===== config.mk =====
export PLATFORM = sky130hd
export DESIGN_NAME = wsta_ctrl
export DESIGN_NICKNAME = d
export VERILOG_FILES = /design/src/hw/rtl/wsta_pkg.sv /design/src/hw/rtl/wsta_ctrl.sv
export SDC_FILE = /design/constraint.sdc
export NUM_CORES = 1
export LEC_CHECK = 0
export BUFFER_PORTS_ARGS = -buffer_cell sky130_fd_sc_hd__clkbuf_2
export CORE_ASPECT_RATIO = 1.5
export CORE_MARGIN = 2
export CORE_UTILIZATION = 54
export CTS_CLUSTER_SIZE = 20
export DETAILED_ROUTE_END_ITERATION = 8
export GPL_TIMING_DRIVEN = 0
export PLACE_DENSITY = 0.84
export SKIP_LAST_GASP = 1
export SLEW_MARGIN = 15
export SYNTH_ARGS = -nofsm -noshare
export SYNTH_HDL_FRONTEND = slang
export SYNTH_SLANG_ARGS = --single-unit
export TNS_END_PERCENT = 1

===== constraint.sdc =====
create_clock -name clock -period 1.8 [get_ports clock]
set_clock_uncertainty 0.15 [all_clocks]
set_input_delay 0.09 -clock clock [delete_from_list [all_inputs] [get_ports clock]]
set_output_delay 0.09 -clock clock [all_outputs]
set_load 0.005 [all_outputs]

===== src/hw/rtl/wsta_pkg.sv =====
// wsta_pkg: shared constants, codes and controller/datapath structs
// for the windowed slope trend alarm; no dependencies
`timescale 1ns / 1ps
`default_nettype none
package wsta_pkg;

   localparam int DEF_MAX_WINDOW = 32;
   localparam int DEF_FRAC_BITS  = 16;
   localparam int DATA_W         = 32;
   localparam int WIN_W          = 6;
   localparam int SLOPE_W        = 48;
   localparam int CSR_IDX_W      = 1;
   localparam int WIN_RESET      = 30;
   localparam int THR_RESET_INT  = 1024;

   typedef logic [CSR_IDX_W-1:0] csr_idx_type;
   localparam csr_idx_type CSR_WINDOW_LEN = 1'd0;
   localparam csr_idx_type CSR_ALARM_THR  = 1'd1;

   typedef logic [1:0] mul_op_type;
   localparam mul_op_type OP_N_SXY  = 2'd0;
   localparam mul_op_type OP_SX_SY  = 2'd1;
   localparam mul_op_type OP_N_SXX  = 2'd2;
   localparam mul_op_type OP_SX_SX  = 2'd3;

   typedef struct packed {
      logic       accept;
      logic       walk_init;
      logic       rd_issue;
      logic       load_xy;
      logic       mac_xy;
      logic       mac_xx;
      logic       mul_load;
      mul_op_type mul_op;
      logic       mul_step;
      logic       div_load;
      logic       div_step;
      logic       out_load;
   } cmd_type;

   typedef struct packed {
      logic n_small;
      logic last_entry;
      logic acc_zero;
   } status_type;

endpackage
`default_nettype wire


===== src/hw/rtl/wsta_ctrl.sv =====
// wsta_ctrl: sequencer for sample walk, serial multiplies and division
// depends on wsta_pkg
`timescale 1ns / 1ps
`default_nettype none
module wsta_ctrl #(
   parameter int MAX_WINDOW = wsta_pkg::DEF_MAX_WINDOW,
   parameter int FRAC_BITS  = wsta_pkg::DEF_FRAC_BITS
) (
   input  wire logic                   clock,
   input  wire logic                   reset,
   input  wire logic                   req_valid,
   output      logic                   req_ready,
   output      logic                   rsp_valid,
   input  wire logic                   rsp_ready,
   input  wire wsta_pkg::status_type   status,
   output      wsta_pkg::cmd_type      cmd
);
   import wsta_pkg::*;

   localparam int LW    = $clog2(MAX_WINDOW + 1);
   localparam int SXW   = DATA_W + LW;
   localparam int MW    = 2 * DATA_W + 2 * LW;
   localparam int NW    = MW + FRAC_BITS;
   localparam int CNT_W = $clog2(NW);

   localparam logic [3:0] S_IDLE = 4'd0;
   localparam logic [3:0] S_CHK  = 4'd1;
   localparam logic [3:0] S_RD   = 4'd2;
   localparam logic [3:0] S_XY   = 4'd3;
   localparam logic [3:0] S_MXY  = 4'd4;
   localparam logic [3:0] S_MXX  = 4'd5;
   localparam logic [3:0] S_MLD  = 4'd6;
   localparam logic [3:0] S_MST  = 4'd7;
   localparam logic [3:0] S_DLD  = 4'd8;
   localparam logic [3:0] S_DST  = 4'd9;
   localparam logic [3:0] S_FIN  = 4'd10;

   logic [3:0]       state_ff, state_in;
   logic [CNT_W-1:0] cnt_ff, cnt_in;
   mul_op_type       op_ff, op_in;
   logic             rsp_valid_ff, rsp_valid_in;

   assign req_ready = (state_ff == S_IDLE);
   assign rsp_valid = rsp_valid_ff;

   always_comb begin
      state_in = state_ff;
      cnt_in   = cnt_ff;
      op_in    = op_ff;
      cmd      = '0;
      cmd.mul_op = op_ff;
      unique case (state_ff)
         S_IDLE: begin
            if (req_valid) begin
               cmd.accept = 1'b1;
               state_in   = S_CHK;
            end
         end
         S_CHK: begin
            cmd.walk_init = 1'b1;
            state_in = status.n_small ? S_FIN : S_RD;
         end
         S_RD: begin
            cmd.rd_issue = 1'b1;
            state_in = S_XY;
         end
         S_XY: begin
            cmd.load_xy = 1'b1;
            state_in = S_MXY;
         end
         S_MXY: begin
            cmd.mac_xy = 1'b1;
            state_in = S_MXX;
         end
         S_MXX: begin
            cmd.mac_xx = 1'b1;
            if (status.last_entry) begin
               op_in    = OP_N_SXY;
               state_in = S_MLD;
            end else begin
               state_in = S_RD;
            end
         end
         S_MLD: begin
            cmd.mul_load = 1'b1;
            cnt_in   = '0;
            state_in = S_MST;
         end
         S_MST: begin
            cmd.mul_step = 1'b1;
            cnt_in = cnt_ff + 1'b1;
            if (cnt_ff == CNT_W'(SXW - 1)) begin
               if (op_ff == OP_SX_SX) begin
                  state_in = S_DLD;
               end else begin
                  op_in    = op_ff + 1'b1;
                  state_in = S_MLD;
               end
            end
         end
         S_DLD: begin
            cmd.div_load = 1'b1;
            cnt_in   = '0;
            state_in = status.acc_zero ? S_FIN : S_DST;
         end
         S_DST: begin
            cmd.div_step = 1'b1;
            cnt_in = cnt_ff + 1'b1;
            if (cnt_ff == CNT_W'(NW - 1)) begin
               state_in = S_FIN;
            end
         end
         S_FIN: begin
            if (!rsp_valid_ff || rsp_ready) begin
               cmd.out_load = 1'b1;
               state_in = S_IDLE;
            end
         end
         default: begin
            state_in = S_IDLE;
         end
      endcase
   end

   always_comb begin
      rsp_valid_in = rsp_valid_ff;
      if (cmd.out_load) begin
         rsp_valid_in = 1'b1;
      end else if (rsp_ready) begin
         rsp_valid_in = 1'b0;
      end
   end

   always_ff @(posedge clock) begin
      if (reset) begin
         state_ff     <= S_IDLE;
         rsp_valid_ff <= 1'b0;
         cnt_ff       <= '0;
         op_ff        <= OP_N_SXY;
      end else begin
         state_ff     <= state_in;
         rsp_valid_ff <= rsp_valid_in;
         cnt_ff       <= cnt_in;
         op_ff        <= op_in;
      end
   end
endmodule
`default_nettype wire


==> run metrics <==
design area 0.00130 sq mm; clock transition at the registers of the reported paths 0.08 ns; Rows 20; PD cells 1210 mW/mm^2; Distinct cells, synth 47; post-DP HPWL 1.90 mm; CTS tree done; Die H 59.5 microns; Post-CTS Setup Inserts 0; first-pass GRT wire length 3.93 mm; clk buf depth 2; syn_area_per_cell 8.65 sq um; placed insts 170; Layout Nets 165; CTS root buf clkbuf_4; H-tree depth 1; Post-Syn Instances 128; TritonRoute pass-1 iters 5; Finished Layout Cells 175; share of flip-flops with an asynchronous set or reset 0; #FFs+latches synth 14; syn_nets 138; Placed Area 0.00123 sq mm; Ant. Diodes 0; EDFF count, synth 0; CP Capture Type flip-flop; FMAX 560 MHz; worst path arrival time 1.84 ns; final WL 2.56 mm; Sw Pwr 671 uW; fill count 161; area of the multi-input gates 733 sq um; largest net degree at the start of global routing 11; yosys warns 0; Core Area 0.00198 sq mm; Iter 0 DRT Violations 50; Rel. slew slack 0.739; CTS buffer count 3; worst skew pair latency 0.28 ns; combinational power share 0.603; max_cap viols 0; Overall Power 1570 uW; Top FF cell, synth dfxtp_1; RSZ-0062 raised after global routing yes; Post-Syn Area 0.00111 sq mm; layout cell share with drive strength beyond 1 0.340; status complete, no violations; Routed WL per cell 14.6 microns; Final setup viols 0; min cycle time layout 1.78 ns; Global Route Usage Sum 0.230; Vias/cell 6.15; Die ar. 0.00244 sq mm; Seq/Total Area, Yosys 0.253; Final Hold Vio Count 0; Slew Viols, Final 0; Ports 22; CP Launch Type flip-flop; Req. time, crit path 1.85 ns; Num Clock Sinks 14; leakage power 0.000557 uW; GR Overflow Total 0; via count 1076; largest fanout on the critical path 7; Area Overhead vs Synth 17.1%; Sequential Power Share 0.285; Hold Path Class input pin to flip-flop; Max IR drop VDD 0.000538 V; final hold slack 0.00348 ns; Clk pwr share 0.113; post-synth top area cell dfxtp_1; Slew @ Worst Pin 0.390 ns; Synth area leaders dfxtp_1 (25%), nor2_1 (4.1%), xor2_1 (4.0%), clkbuf_8 (3.7%), a31oi_1 (3.4%); Starting Density 0.560; Die Width 41.0 microns; CP Class flip-flop to flip-flop; area share of the largest cell type after synthesis 0.253; Switching Share 0.428; PortBufs 20; GPL Wtd Cong 0.784; antenna-violating nets left 0; Register Area 282 sq um; vias in the first global route 931; Internal Power 896 uW; # DRC 0; Tcrit/Tclk final 0.992; antenna violations before repair 0
## per-stage QoR
| step | setup TNS (ns) | util | worst slack (ns) |
|---|---|---|---|
| after floorplan | 0 | - | 0.238 |
| after global placement | 0 | 0.625 | 0.111 |
| after detailed placement | 0 | 0.625 | 0.0633 |
| after CTS | 0 | 0.646 | 0.0330 |
| after global routing | -0.262 | 0.656 | -0.0741 |
| final | 0 | 0.656 | 0.0152 |
## cells in the final DEF, fill, tap and decap left out, types with 4 or more instances in the layout
master and instances:
a21oi_1 7, a31oi_1 6, clkbuf_2 20, dfxtp_1 13, inv_1 6, nand2_1 6, nand2b_1 4, nor2_1 12
nor3_1 7, o21ai_0 7, xor2_1 5
## power by group through the flow
stage	Clock [uW]	Sequential, uW	Combinational (uW)
finish	176	446	944
global route	185	453	1050
CTS	179	441	934
detailed placement	0	449	927
global placement	0	446	900
floorplan	0	427	716
## flip-flops by register name, summed over array words and instances, names as in the netlist
name and cells:
state_ff 4, rsp_valid 1, op_ff 2, cnt_ff 7
## critical path: stages (launching register included)
cell	delay, ns
dfxtp_1	0.45
ha_1	0.26
nand4_1	0.19
o31ai_4	0.30
a31oi_1	0.15
a211oi_2	0.21
## final timing paths
kind	start	slack, ns	cells after the start	end
setup reg to reg	cnt_ff[0]	0.02	5	state_ff[1]
hold / removal	status[1]	0.003	3	op_ff[0]
setup / recovery	cnt_ff[0]	0.02	5	state_ff[1]
hold reg to reg	op_ff[1]	0.37	2	op_ff[1]
## kinds of logic (layout without fill, tap and decap cells)
| logic type | Yosys count | after routing | synth area share |
|---|---|---|---|
| adder cells (fa/ha/maj) | 3 | 3 | 0.0339 |
| buffers and inverters | 16 | 41 | 0.101 |
| XOR/XNOR | 5 | 5 | 0.0395 |
| flip-flops | 14 | 14 | 0.253 |
| AO/OA/AOI/OAI | 35 | 35 | 0.227 |
| AND/OR/NAND/NOR | 55 | 55 | 0.346 |
## what timing repair did
item                       4_1_cts  5_1_grt
hold buffers                     2        0
gates resized for setup          0        3
setup endpoints to repair        0        9
hold endpoints to repair         8        0
## synth_stat cells, types with 2 or more instances
cell and count:
xor2_1 5, clkbuf_8 3, o31ai_2 2, a211o_1 2
a21oi_1 7, o2111ai_1 2, a211oi_2 2, nand3_1 2
buf_2 2, buf_4 3, and2b_2 2, nand2_1 6
nand4_1 2, nor2b_1 2, a31oi_1 6, inv_1 6
nor4_1 2, nand2b_1 4, and3_1 2, ha_1 3
nor2_1 12, nor3_1 7, o21ai_0 7, dfxtp_1 14
## final cells by class
type	count	share of cell area
tap	22	0.0212
multi-input combinational	98	0.566
buffer	10	0.0685
inverter	6	0.0174
sequential	14	0.217
timing repair buffer	22	0.0927
clock buffer	3	0.0174
## routing by layer
layer | share of wire | vias to the layer above | track usage
met5 | 0 | - | 0
met4 | 0.023 | 0 | 0.110
met3 | 0.034 | 7 | 0.0226
met2 | 0.53 | 27 | 0.384
met1 | 0.42 | 522 | 0.276
li1 | - | 520 | -
Note: power is estimated with default switching activity, not from simulation.
